File: config.mk
export PLATFORM = sky130hd
export DESIGN_NAME = lru_tag_cache_lookup_flat
export DESIGN_NICKNAME = d
export VERILOG_FILES = /design/src/ltc_pkg.sv /design/src/ltc_req_if.sv /design/src/ltc_rsp_if.sv /design/src/ltc_ctrl.sv /design/src/ltc_datapath.sv /design/src/lru_tag_cache_lookup.sv /design/src/flat_wrapper.sv
export SDC_FILE = /design/constraint.sdc
export NUM_CORES = 2
export LEC_CHECK = 0
export CAP_MARGIN = 20
export CORE_ASPECT_RATIO = 2
export CORE_UTILIZATION = 45
export DETAILED_ROUTE_END_ITERATION = 12
export DONT_BUFFER_PORTS = 1
export PLACE_DENSITY = 0.6
export SYNTH_ARGS = -nofsm -noshare
export SYNTH_HDL_FRONTEND = slang
export SYNTH_SLANG_ARGS = --single-unit
File: constraint.sdc
create_clock -name clk -period 8.2 [get_ports clk]
set_input_delay 2.46 -clock clk [delete_from_list [all_inputs] [get_ports clk]]
set_output_delay 2.46 -clock clk [all_outputs]
set_load 0.05 [all_outputs]
File: src/ltc_pkg.sv
package ltc_pkg;

	localparam int ENTRIES_DEF   = 32;
	localparam int KEY_WIDTH_DEF = 32;
	localparam int TRACK_KEY_W   = 32;
	localparam int TICK_W        = 32;
	localparam int IDX_OUT_W     = 5;

	typedef enum logic [1:0] {
		ST_IDLE,
		ST_SCAN,
		ST_UPDATE
	} ltc_state_t;

	// controller -> datapath
	typedef struct packed {
		logic start;   // latch request, clear scan state
		logic scan;    // issue next entry read
		logic commit;  // write back entry, load result
	} ltc_cmd_t;

	// datapath -> controller
	typedef struct packed {
		logic hit;        // match found
		logic last_cmp;   // last entry compared this cycle
		logic slot_free;  // result register can take a new transaction
	} ltc_status_t;

	typedef struct packed {
		logic                 hit;
		logic [IDX_OUT_W-1:0] entry_index;
		logic                 entry_returned;
		logic                 victim_was_valid;
	} ltc_res_t;

endpackage

File: src/ltc_req_if.sv
interface ltc_req_if;
	import ltc_pkg::*;

	logic                   valid;
	logic                   ready;
	logic [TRACK_KEY_W-1:0] track_key;
	logic [TICK_W-1:0]      now_tick;
	logic                   fill_ok;

	modport source (output valid, output track_key, output now_tick, output fill_ok,
		input ready);
	modport sink (input valid, input track_key, input now_tick, input fill_ok,
		output ready);
endinterface

File: src/ltc_rsp_if.sv
interface ltc_rsp_if;
	import ltc_pkg::*;

	logic                 valid;
	logic                 ready;
	logic                 hit;
	logic [IDX_OUT_W-1:0] entry_index;
	logic                 entry_returned;
	logic                 victim_was_valid;

	modport source (output valid, output hit, output entry_index, output entry_returned,
		output victim_was_valid, input ready);
	modport sink (input valid, input hit, input entry_index, input entry_returned,
		input victim_was_valid, output ready);
endinterface

File: src/ltc_ctrl.sv
module ltc_ctrl (
	input  logic                clk,
	input  logic                arst_n,
	input  logic                in_valid,
	output logic                in_ready,
	input  ltc_pkg::ltc_status_t status,
	output ltc_pkg::ltc_cmd_t    cmd
);
	import ltc_pkg::*;

	ltc_state_t state_q, state_d;

	always_ff @(posedge clk or negedge arst_n) begin
		if (!arst_n) begin
			state_q <= ST_IDLE;
		end else begin
			state_q <= state_d;
		end
	end

	always_comb begin
		state_d    = state_q;
		in_ready   = 1'b0;
		cmd        = '0;
		case (state_q)
			ST_IDLE: begin
				in_ready = 1'b1;
				if (in_valid) begin
					cmd.start = 1'b1;
					state_d   = ST_SCAN;
				end
			end
			ST_SCAN: begin
				cmd.scan = 1'b1;
				if (status.hit || status.last_cmp) begin
					state_d = ST_UPDATE;
				end
			end
			ST_UPDATE: begin
				if (status.slot_free) begin
					cmd.commit = 1'b1;
					state_d    = ST_IDLE;
				end
			end
			default: begin
				state_d = ST_IDLE;
			end
		endcase
	end

endmodule

File: src/ltc_datapath.sv
module ltc_datapath #(
	parameter int ENTRIES   = ltc_pkg::ENTRIES_DEF,
	parameter int KEY_WIDTH = ltc_pkg::KEY_WIDTH_DEF
) (
	input  logic                            clk,
	input  logic                            arst_n,
	input  ltc_pkg::ltc_cmd_t               cmd,
	output ltc_pkg::ltc_status_t            status,
	input  logic [ltc_pkg::TRACK_KEY_W-1:0] in_key,
	input  logic [ltc_pkg::TICK_W-1:0]      in_tick,
	input  logic                            in_fill,
	input  logic                            out_ready,
	output logic                            res_valid,
	output ltc_pkg::ltc_res_t               res
);
	import ltc_pkg::*;

	localparam int IW   = (ENTRIES > 1) ? $clog2(ENTRIES) : 1;
	localparam int CW   = $clog2(ENTRIES + 1);
	localparam int XW   = (IW > IDX_OUT_W) ? IW : IDX_OUT_W;
	localparam int KXW  = (KEY_WIDTH > TRACK_KEY_W) ? KEY_WIDTH : TRACK_KEY_W;
	localparam logic [IW-1:0] LAST_IDX = IW'(ENTRIES - 1);

	// tag and stamp stores
	logic [KEY_WIDTH-1:0] key_mem   [ENTRIES];
	logic [TICK_W-1:0]    stamp_mem [ENTRIES];
	logic [ENTRIES-1:0]   valid_q;

	// request
	logic [KEY_WIDTH-1:0] key_q;
	logic [TICK_W-1:0]    tick_q;
	logic                 fill_q;
	logic [KXW-1:0]       key_ext;

	// scan
	logic [CW-1:0]        cnt_q;
	logic [IW-1:0]        rd_idx;
	logic                 issue;
	logic                 cmp_vld_s1;
	logic [IW-1:0]        cmp_idx_s1;
	logic                 valid_s1;
	logic [KEY_WIDTH-1:0] key_s1;
	logic [TICK_W-1:0]    stamp_s1;

	logic                 hit_q;
	logic [IW-1:0]        hit_idx_q;
	logic                 found_free_q;
	logic [IW-1:0]        free_idx_q;
	logic [TICK_W-1:0]    min_stamp_q;
	logic [IW-1:0]        min_idx_q;

	logic                 key_match;
	logic                 take_min;
	logic [IW-1:0]        victim;
	logic [XW-1:0]        victim_ext;

	logic                 res_vld_q;
	ltc_res_t             res_q;

	assign key_ext    = KXW'(in_key);
	assign rd_idx     = cnt_q[IW-1:0];
	assign issue      = cmd.scan && (cnt_q < CW'(ENTRIES));
	assign key_match  = cmp_vld_s1 && valid_s1 && (key_s1 == key_q);
	assign take_min   = cmp_vld_s1 && ((cmp_idx_s1 == '0) || (stamp_s1 < min_stamp_q));
	assign victim     = hit_q ? hit_idx_q : (found_free_q ? free_idx_q : min_idx_q);
	assign victim_ext = XW'(victim);

	always_ff @(posedge clk or negedge arst_n) begin
		if (!arst_n) begin
			cnt_q        <= '0;
			cmp_vld_s1   <= 1'b0;
			hit_q        <= 1'b0;
			found_free_q <= 1'b0;
			valid_q      <= '0;
			res_vld_q    <= 1'b0;
		end else begin
			cmp_vld_s1 <= issue;
			if (cmd.start) begin
				cnt_q        <= '0;
				hit_q        <= 1'b0;
				found_free_q <= 1'b0;
			end else begin
				if (issue) begin
					cnt_q <= cnt_q + CW'(1);
				end
				if (key_match && !hit_q) begin
					hit_q <= 1'b1;
				end
				if (cmp_vld_s1 && !valid_s1 && !found_free_q) begin
					found_free_q <= 1'b1;
				end
			end
			if (cmd.commit) begin
				valid_q[victim] <= hit_q || fill_q;
			end
			if (cmd.commit) begin
				res_vld_q <= 1'b1;
			end else if (out_ready) begin
				res_vld_q <= 1'b0;
			end
		end
	end

	always_ff @(posedge clk) begin
		if (cmd.start) begin
			key_q  <= key_ext[KEY_WIDTH-1:0];
			tick_q <= in_tick;
			fill_q <= in_fill;
		end
		cmp_idx_s1 <= rd_idx;
		valid_s1   <= valid_q[rd_idx];
		if (key_match && !hit_q) begin
			hit_idx_q <= cmp_idx_s1;
		end
		if (cmp_vld_s1 && !valid_s1 && !found_free_q) begin
			free_idx_q <= cmp_idx_s1;
		end
		if (take_min) begin
			min_stamp_q <= stamp_s1;
			min_idx_q   <= cmp_idx_s1;
		end
		if (cmd.commit) begin
			res_q.hit              <= hit_q;
			res_q.entry_index      <= victim_ext[IDX_OUT_W-1:0];
			res_q.entry_returned   <= hit_q || fill_q;
			res_q.victim_was_valid <= !hit_q && !found_free_q;
		end
	end

	// store ports: one registered read, one write
	always_ff @(posedge clk) begin
		key_s1   <= key_mem[rd_idx];
		stamp_s1 <= stamp_mem[rd_idx];
		if (cmd.commit && (hit_q || fill_q)) begin
			stamp_mem[victim] <= tick_q;
		end
		if (cmd.commit && !hit_q && fill_q) begin
			key_mem[victim] <= key_q;
		end
	end

	assign status.hit       = hit_q;
	assign status.last_cmp  = cmp_vld_s1 && (cmp_idx_s1 == LAST_IDX);
	assign status.slot_free = !res_vld_q || out_ready;

	assign res_valid = res_vld_q;
	assign res       = res_q;

endmodule

File: src/lru_tag_cache_lookup.sv
// A lookup scans one entry per cycle through the single read port of the
// tag/stamp store, and a hit ends the scan early; the result is then written back and
// registered. One transaction is in flight at a time: a new request is taken only
// after the previous one has been written back.
// Reset: arst_n clears all valid bits and the controller; tags and stamps are not cleared.
module lru_tag_cache_lookup #(
	parameter int ENTRIES   = ltc_pkg::ENTRIES_DEF,
	parameter int KEY_WIDTH = ltc_pkg::KEY_WIDTH_DEF
) (
	input logic      clk,
	input logic      arst_n,
	ltc_req_if.sink  req,
	ltc_rsp_if.source rsp
);
	import ltc_pkg::*;

	ltc_cmd_t    cmd;
	ltc_status_t status;
	ltc_res_t    res;
	logic        res_valid;

	// Controller: idle -> scan entries until a hit or the last entry -> write back + load result.
	ltc_ctrl u_ctrl (
		.clk      (clk),
		.arst_n   (arst_n),
		.in_valid (req.valid),
		.in_ready (req.ready),
		.status   (status),
		.cmd      (cmd)
	);

	// Datapath: stores, scan compare (hit, first free, oldest stamp), result register.
	// The result register decouples the response side; commit waits while it is full.
	ltc_datapath #(
		.ENTRIES   (ENTRIES),
		.KEY_WIDTH (KEY_WIDTH)
	) u_dp (
		.clk       (clk),
		.arst_n    (arst_n),
		.cmd       (cmd),
		.status    (status),
		.in_key    (req.track_key),
		.in_tick   (req.now_tick),
		.in_fill   (req.fill_ok),
		.out_ready (rsp.ready),
		.res_valid (res_valid),
		.res       (res)
	);

	assign rsp.valid            = res_valid;
	assign rsp.hit              = res.hit;
	assign rsp.entry_index      = res.entry_index;
	assign rsp.entry_returned   = res.entry_returned;
	assign rsp.victim_was_valid = res.victim_was_valid;

	// A hit always returns the entry and never evicts.
	a_hit_result: assert property (@(posedge clk) disable iff (!arst_n)
		rsp.valid && rsp.hit |-> rsp.entry_returned && !rsp.victim_was_valid)
		else $error("hit transaction with bad result flags");

	// Only one request in flight: after acceptance the request side closes.
	a_one_in_flight: assert property (@(posedge clk) disable iff (!arst_n)
		req.valid && req.ready |=> !req.ready)
		else $error("request accepted while a lookup is running");

	// Write back never overruns a result still waiting on the response side.
	a_no_overrun: assert property (@(posedge clk) disable iff (!arst_n)
		cmd.commit |-> !rsp.valid || rsp.ready)
		else $error("result register overwritten");

endmodule
File: src/flat_wrapper.sv
// flat-port wrapper written by rule: the top's interface ports become plain ports
module lru_tag_cache_lookup_flat import ltc_pkg::*;
#(
	parameter int ENTRIES   = ltc_pkg::ENTRIES_DEF,
	parameter int KEY_WIDTH = ltc_pkg::KEY_WIDTH_DEF
)
  (clk, arst_n, req_valid, req_track_key, req_now_tick, req_fill_ok, req_ready, rsp_valid, rsp_hit, rsp_entry_index, rsp_entry_returned, rsp_victim_was_valid, rsp_ready);
  ltc_req_if req_i ();
  ltc_rsp_if rsp_i ();
  input logic clk;
  input logic arst_n;
  input wire logic [$bits(req_i.valid)-1:0] req_valid;
  input wire logic [$bits(req_i.track_key)-1:0] req_track_key;
  input wire logic [$bits(req_i.now_tick)-1:0] req_now_tick;
  input wire logic [$bits(req_i.fill_ok)-1:0] req_fill_ok;
  output wire logic [$bits(req_i.ready)-1:0] req_ready;
  output wire logic [$bits(rsp_i.valid)-1:0] rsp_valid;
  output wire logic [$bits(rsp_i.hit)-1:0] rsp_hit;
  output wire logic [$bits(rsp_i.entry_index)-1:0] rsp_entry_index;
  output wire logic [$bits(rsp_i.entry_returned)-1:0] rsp_entry_returned;
  output wire logic [$bits(rsp_i.victim_was_valid)-1:0] rsp_victim_was_valid;
  input wire logic [$bits(rsp_i.ready)-1:0] rsp_ready;
  assign req_i.valid = req_valid;
  assign req_i.track_key = req_track_key;
  assign req_i.now_tick = req_now_tick;
  assign req_i.fill_ok = req_fill_ok;
  assign req_ready = req_i.ready;
  assign rsp_valid = rsp_i.valid;
  assign rsp_hit = rsp_i.hit;
  assign rsp_entry_index = rsp_i.entry_index;
  assign rsp_entry_returned = rsp_i.entry_returned;
  assign rsp_victim_was_valid = rsp_i.victim_was_valid;
  assign rsp_i.ready = rsp_ready;
  lru_tag_cache_lookup #(.ENTRIES(ENTRIES), .KEY_WIDTH(KEY_WIDTH)) u_core (.clk(clk), .arst_n(arst_n), .req(req_i), .rsp(rsp_i));
endmodule
After elaboration in Yosys (flattened, before gate mapping)
Memory sizes are Yosys's and may differ from the RTL's. A register that Yosys moved wholly into a read port is not among the register bits.
Index checks and enable logic that the tools add are counted.
{"block": "op_classes", "add_sub_neg": 1, "magnitude_cmp": 5, "n_eq_ne": 7, "n_mux": 29, "n_reduce_logical": 28}
{"cell": "bitwise mux 32 bit", "n": 1}
{"cell": "== test 32 bit", "n": 1}
{"cell": "less-than comparator 32 bit", "n": 1}
{"cell": "2-to-1 mux 1 bit", "n": 18}
{"cell": "logical AND 1 bit", "n": 13}
{"cell": "less-than comparator 5 x 6 -> 1 bit (second input constant)", "n": 2}
{"cell": "2-to-1 mux 6 bit", "n": 2}
{"cell": "2-to-1 mux 5 bit", "n": 2}
{"cell": "nonzero test 2 bit", "n": 4}
{"cell": "adder 6 x 1 -> 6 bit (second input constant)", "n": 1}
{"cell": "less-than comparator 6 bit (second input constant)", "n": 1}
{"cell": "2-to-1 mux 2 bit", "n": 3}
{"cell": "one-hot mux 2 bit (3 select lines)", "n": 1}
{"cell": "binary-select mux 1 bit (select 5 bit)", "n": 1}
{"cell": "demux 1 bit (select 5 bit)", "n": 1}
{"cell": "== test 5 bit (second input constant)", "n": 1}
{"cell": ">= comparator 5 x 1 -> 1 bit (second input constant)", "n": 1}
{"cell": "logical NOT 5 bit", "n": 1}
{"cell": "logical NOT 1 bit", "n": 4}
{"cell": "logical OR 1 bit", "n": 4}
{"cell": "inequality test 2 bit (second input constant)", "n": 2}
{"cell": "AND reduction 3 bit", "n": 1}
{"cell": "== test 2 x 1 -> 1 bit (second input constant)", "n": 1}
{"cell": "== test 2 bit (second input constant)", "n": 1}
{"cell": "2 further kinds", "n": 2}
{"block": "totals", "regBits": 170, "ram_bits": 2048, "memories": 2}
{"memory": "u_core.u_dp.key_mem", "words": 32, "width": 32, "rd": 1, "rd_ports_with_merged_regs": 1, "wr": 1, "line": "ltc_datapath.sv:25", "text": "logic [KEY_WIDTH-1:0] key_mem [ENTRIES];"}
{"memory": "u_core.u_dp.stamp_mem", "words": 32, "width": 32, "rd": 1, "rd_ports_with_merged_regs": 1, "wr": 1, "line": "ltc_datapath.sv:26", "text": "logic [TICK_W-1:0] stamp_mem [ENTRIES];"}

Depth between registers and ports, before layout
{"block": "depth", "ltp_word": 8, "ltp_mapped": 9, "depth_no_buf": 7}

Cells and area by module
A second synthesis with hierarchy kept.
{"block": "hier_totals", "hier_cells": 3537, "area_unflattened_um2": 85981.2}
{"module": "ltc_datapath", "n_inst": 1, "cells_per_inst": 3525, "area_each_um2": 85871.1}
{"module": "ltc_ctrl", "n_inst": 1, "cells_per_inst": 12, "area_each_um2": 110.1}

Least setup slack after synthesis
OpenSTA, ideal clock, no wires.
{"block": "synth_path", "path_kind": "input port to flip-flop", "from": "input rsp_ready", "to": "memory u_core.u_dp.key_mem[3][0] (netlist name), enable pin", "setup_ps": 421, "arrival_time_ps": 4791, "required_time_ps": 7779, "path_slack_ps": 2988, "cell_stages": 7, "n_path_buf": 1, "path_cell_list": "nand2b_1 -> nand2b_1 -> inv_1 -> and3_1 -> buf_2 -> nand2_1 -> nor2_1"}
{"item": "start, declared", "line": "flat_wrapper.sv:22", "text": "input wire logic [$bits(rsp_i.ready)-1:0] rsp_ready;"}
{"item": "end, declared", "line": "ltc_datapath.sv:25"}

==> impl_metrics.tcl <==
set metrics [dict create \
    rsz0062_at_grt "false" \
    finalSetupViolations 0 \
    drive_gt1_frac 0.313 \
    worst_pin_slew_ns 1.13 \
    fin_nets 3809 \
    clk_pin_slew_ns 0.06 \
    synth_fa_ha_area_frac 0.00465 \
    clock_sinks 2282 \
    wl_met2_um 125000 \
    io_buffers 0 \
    crit_top_cell "nand2b_1" \
    dpl.hpwl_um 145000 \
    grt_pass1_wl_um 309000 \
    maxCapViolCount 0 \
    crit_arrival_ns 5.81 \
    p_seq_frac 0.431 \
    antenna_found_initial 9 \
    wirelength_um 222000 \
    synth-edff-count 2168 \
    core_mm2 0.190 \
    cts_tree "done" \
    firstDrtPassIters 7 \
    hold_viol 0 \
    rows 226 \
    die_y_um 620 \
    vias 37200 \
    wl_met1_um 71900 \
    synth-async-reset-ratio 0.0193 \
    setup_ws_ns 2.81 \
    clkPwrFrac 0.289 \
    vdd_drop_max_v 0.000274 \
    setup_tns_ns 0 \
    synth-xor-area-share 0.00366 \
    synth-simple-area-share 0.00881 \
    cts_resized 0 \
    leakagePower_nw 29.9 \
    drtIter0Drc 2990 \
    synth-seq-cells 2282 \
    drcViolationCount 0 \
    reg2reg_slack_ns 3.79 \
    critPathLaunchType "primary input" \
    cts_hold_buf 0 \
    cp_top_family "simple AND/OR/NAND/NOR gates" \
    postCtsSetupBuffers 0 \
    top_layer "met5" \
    dieArea_mm2 0.193 \
    critPathBufInv 1 \
    combPwrFrac 0.279 \
    hp-class "flip-flop to flip-flop" \
    met3WireLength_um 7680 \
    n_fill_cell 14500 \
    switchingPower_mw 9.79 \
    multi_input_area_mm2 0.0180 \
    holdPathEnd "u_core.u_dp.min_stamp_q[2]" \
    rr_endpoint "u_core.u_dp.stamp_mem[11][4]" \
    pre_cts_ws_ns 1.96 \
    r2r_cells 6 \
    netlist_area_mm2 0.0861 \
    clock-skew-final_ns 0.0538 \
    synth_fp_nets 3645 \
    period_needed_ns 5.39 \
    cts-buffers-inserted 204 \
    routed_via_density 5.82 \
    synthCells 3544 \
    max_stage_delay_ns 1.10 \
    finalMaxSlewViolations 0 \
    crit_path_top_delay_cell "nor2_4" \
    holdPathStages 0 \
    synth-compound-area-share 0.00609 \
    synth_warnings 0 \
    ff_latch_area_mm2 0.0676 \
    final_cell_mix "2,168 x edfxtp_1, 650 x mux4_2, 210 x clkbuf_16" \
    critPathMaxFanout 32 \
    switching_share 0.304 \
    final_core_util 0.510 \
    start_util 0.454 \
    fin_cells 6391 \
    p_int_mw 22.4 \
    period_share 0.657 \
    synth_top_family_by_area "multiplexers" \
    insertion_delay_ns 0.85 \
    ys.flop_type "edfxtp_1" \
    powerDensity_mw_per_mm2 333 \
    path_class "primary input to flip-flop" \
    syn_area_per_cell_um2 24.3 \
    grtUsageTotal 0.232 \
    outcome "completed" \
    area_growth_pct 12.5 \
    cts_buffer_depth 4 \
    min_from "u_core.u_dp.stamp_s1[2]" \
    first_global_vias 39300 \
    endpoint_kind "flip-flop" \
    die_w_um 311 \
    cp.required_ns 8.62 \
    rr_startpoint "u_core.u_dp.res_valid" \
    grt_max_degree 137 \
    worstPathCellList "nand2b_1 > nand2b_1 > inv_1 > and3_1 > nand2_1 > nor2_4" \
    muxShareOfSynthArea 0.180 \
    final_common_cell "edfxtp_1" \
    wl_per_cell_um 34.7 \
    drt.antenna.violating_nets 0 \
    cts_max_level 4 \
    gp_congestion 0.826 \
    clock-root-buffer "clkbuf_16" \
    slew_headroom 0.243 \
    grt_overflow_total 0 \
    seq_area_frac_synth 0.786 \
    ios 79 \
    hold-worst-slack_ns 0.437 \
    yosys.cell_types.count 43 \
    fmax_mhz 186 \
    dp.cells 5994 \
]
## cell usage after synthesis (all sizes together) (4+ instances only)
| library cell | n | area [um^2] |
|---|---|---|
| a21oi | 42 | 210 |
| and3 | 11 | 68.8 |
| nand2 | 33 | 124 |
| mux2i | 7 | 70.1 |
| edfxtp | 2168 | 65100 |
| nand4 | 11 | 68.8 |
| mux2 | 70 | 788 |
| dfrtp | 44 | 1100 |
| nand2b | 4 | 25.0 |
| a31oi | 29 | 181 |
| nor2 | 79 | 297 |
| mux4 | 650 | 14600 |
| o21a | 4 | 30.0 |
| buf | 90 | 505 |
| nor3 | 7 | 45.0 |
| dfxtp | 70 | 1400 |
| and4 | 4 | 35.0 |
| o21ai | 8 | 40.0 |
| inv | 37 | 139 |
| ha | 32 | 400 |
| nand3 | 6 | 30.0 |
| xor2 | 5 | 43.8 |
| xnor2 | 31 | 272 |
| clkbuf | 83 | 313 |
## logic make-up (layout without fill, tap and decap cells)
| logic type | Yosys count | after routing |
|---|---|---|
| flops | 2282 | 2282 |
| mux | 727 | 727 |
| buf+inv | 211 | 527 |
| simple gates | 165 | 165 |
| compound gates | 91 | 91 |
| xor+xnor | 36 | 36 |
| fa+ha+maj | 32 | 32 |
| other cells | 0 | 23 |
## area by class of cell
cell class	instances	share of cell area
antenna	23	0.000594
clock buffer	253	0.0567
timing repair buffer	131	0.0164
sequential	2282	0.698
clock inverter	105	0.00875
inverter	38	0.00147
multi-input combinational	1051	0.186
tap	2508	0.0324
## per-stage QoR
| step | power, mW | cell area (um^2) |
|---|---|---|
| floorplan | 19.6 | 86100 |
| global placement | 23.3 | 89700 |
| detailed placement | 23.3 | 90100 |
| CTS | 32.6 | 96500 |
| global route | 33.1 | 96800 |
| finish | 32.2 | 96800 |
## power by group through the flow
stage	Combinational [mW]	Sequential [mW]	Clock, mW
floorplan	5.55	14.1	0
global placement	9.10	14.2	0
detailed placement	9.20	14.1	0
CTS	9.23	13.9	9.49
global route	9.31	13.9	9.85
finish	9.00	13.9	9.31
## flip-flops by register name, indices dropped and copies added (netlist names), 2 cells and up
register	cells
u_core.u_dp.cmp_idx_s1	5
u_core.u_ctrl.state_q	2
u_core.u_dp.stamp_mem	1024
u_core.u_dp.key_mem	1024
u_core.u_dp.res	8
u_core.u_dp.valid_q	32
u_core.u_dp.cnt_q	6
u_core.u_dp.min_stamp_q	32
u_core.u_dp.hit_idx_q	5
u_core.u_dp.key_q	32
u_core.u_dp.stamp_s1	32
u_core.u_dp.free_idx_q	5
u_core.u_dp.key_s1	32
u_core.u_dp.min_idx_q	5
u_core.u_dp.tick_q	32
## per-layer routing
| layer | track usage | vias up |
|---|---|---|
| li1 | - | 15400 |
| met1 | 0.238 | 20400 |
| met2 | 0.439 | 1026 |
| met3 | 0.0254 | 393 |
| met4 | 0.159 | 2 |
| met5 | 0 | - |
## how the worst max path moves through the flow
stage / startpoint / endpoint / slack (ns) / depth (start not counted)
4_1_cts: rsp_ready / u_core.u_dp.stamp_mem[11][7] / 2.84 / 6
6_report: rsp_ready / u_core.u_dp.stamp_mem[11][4] / 2.81 / 6
5_1_grt: rsp_ready / u_core.u_dp.stamp_mem[11][7] / 2.68 / 6
3_5_place_dp: rsp_ready / u_core.u_dp.stamp_mem[27][21] / 1.96 / 6
3_3_place_gp: rsp_ready / u_core.u_dp.key_mem[7][3] / 1.89 / 6
2_1_floorplan: rsp_ready / u_core.u_dp.key_mem[3][0] / 2.99 / 7
## worst register-to-register path, delay by kind of cell, from the launching register on
kind	cells	cell delay, ns
flops	1	0.56
simple gates	5	3.05
buf+inv	1	0.38
Note: power is estimated with default switching activity, not from simulation.
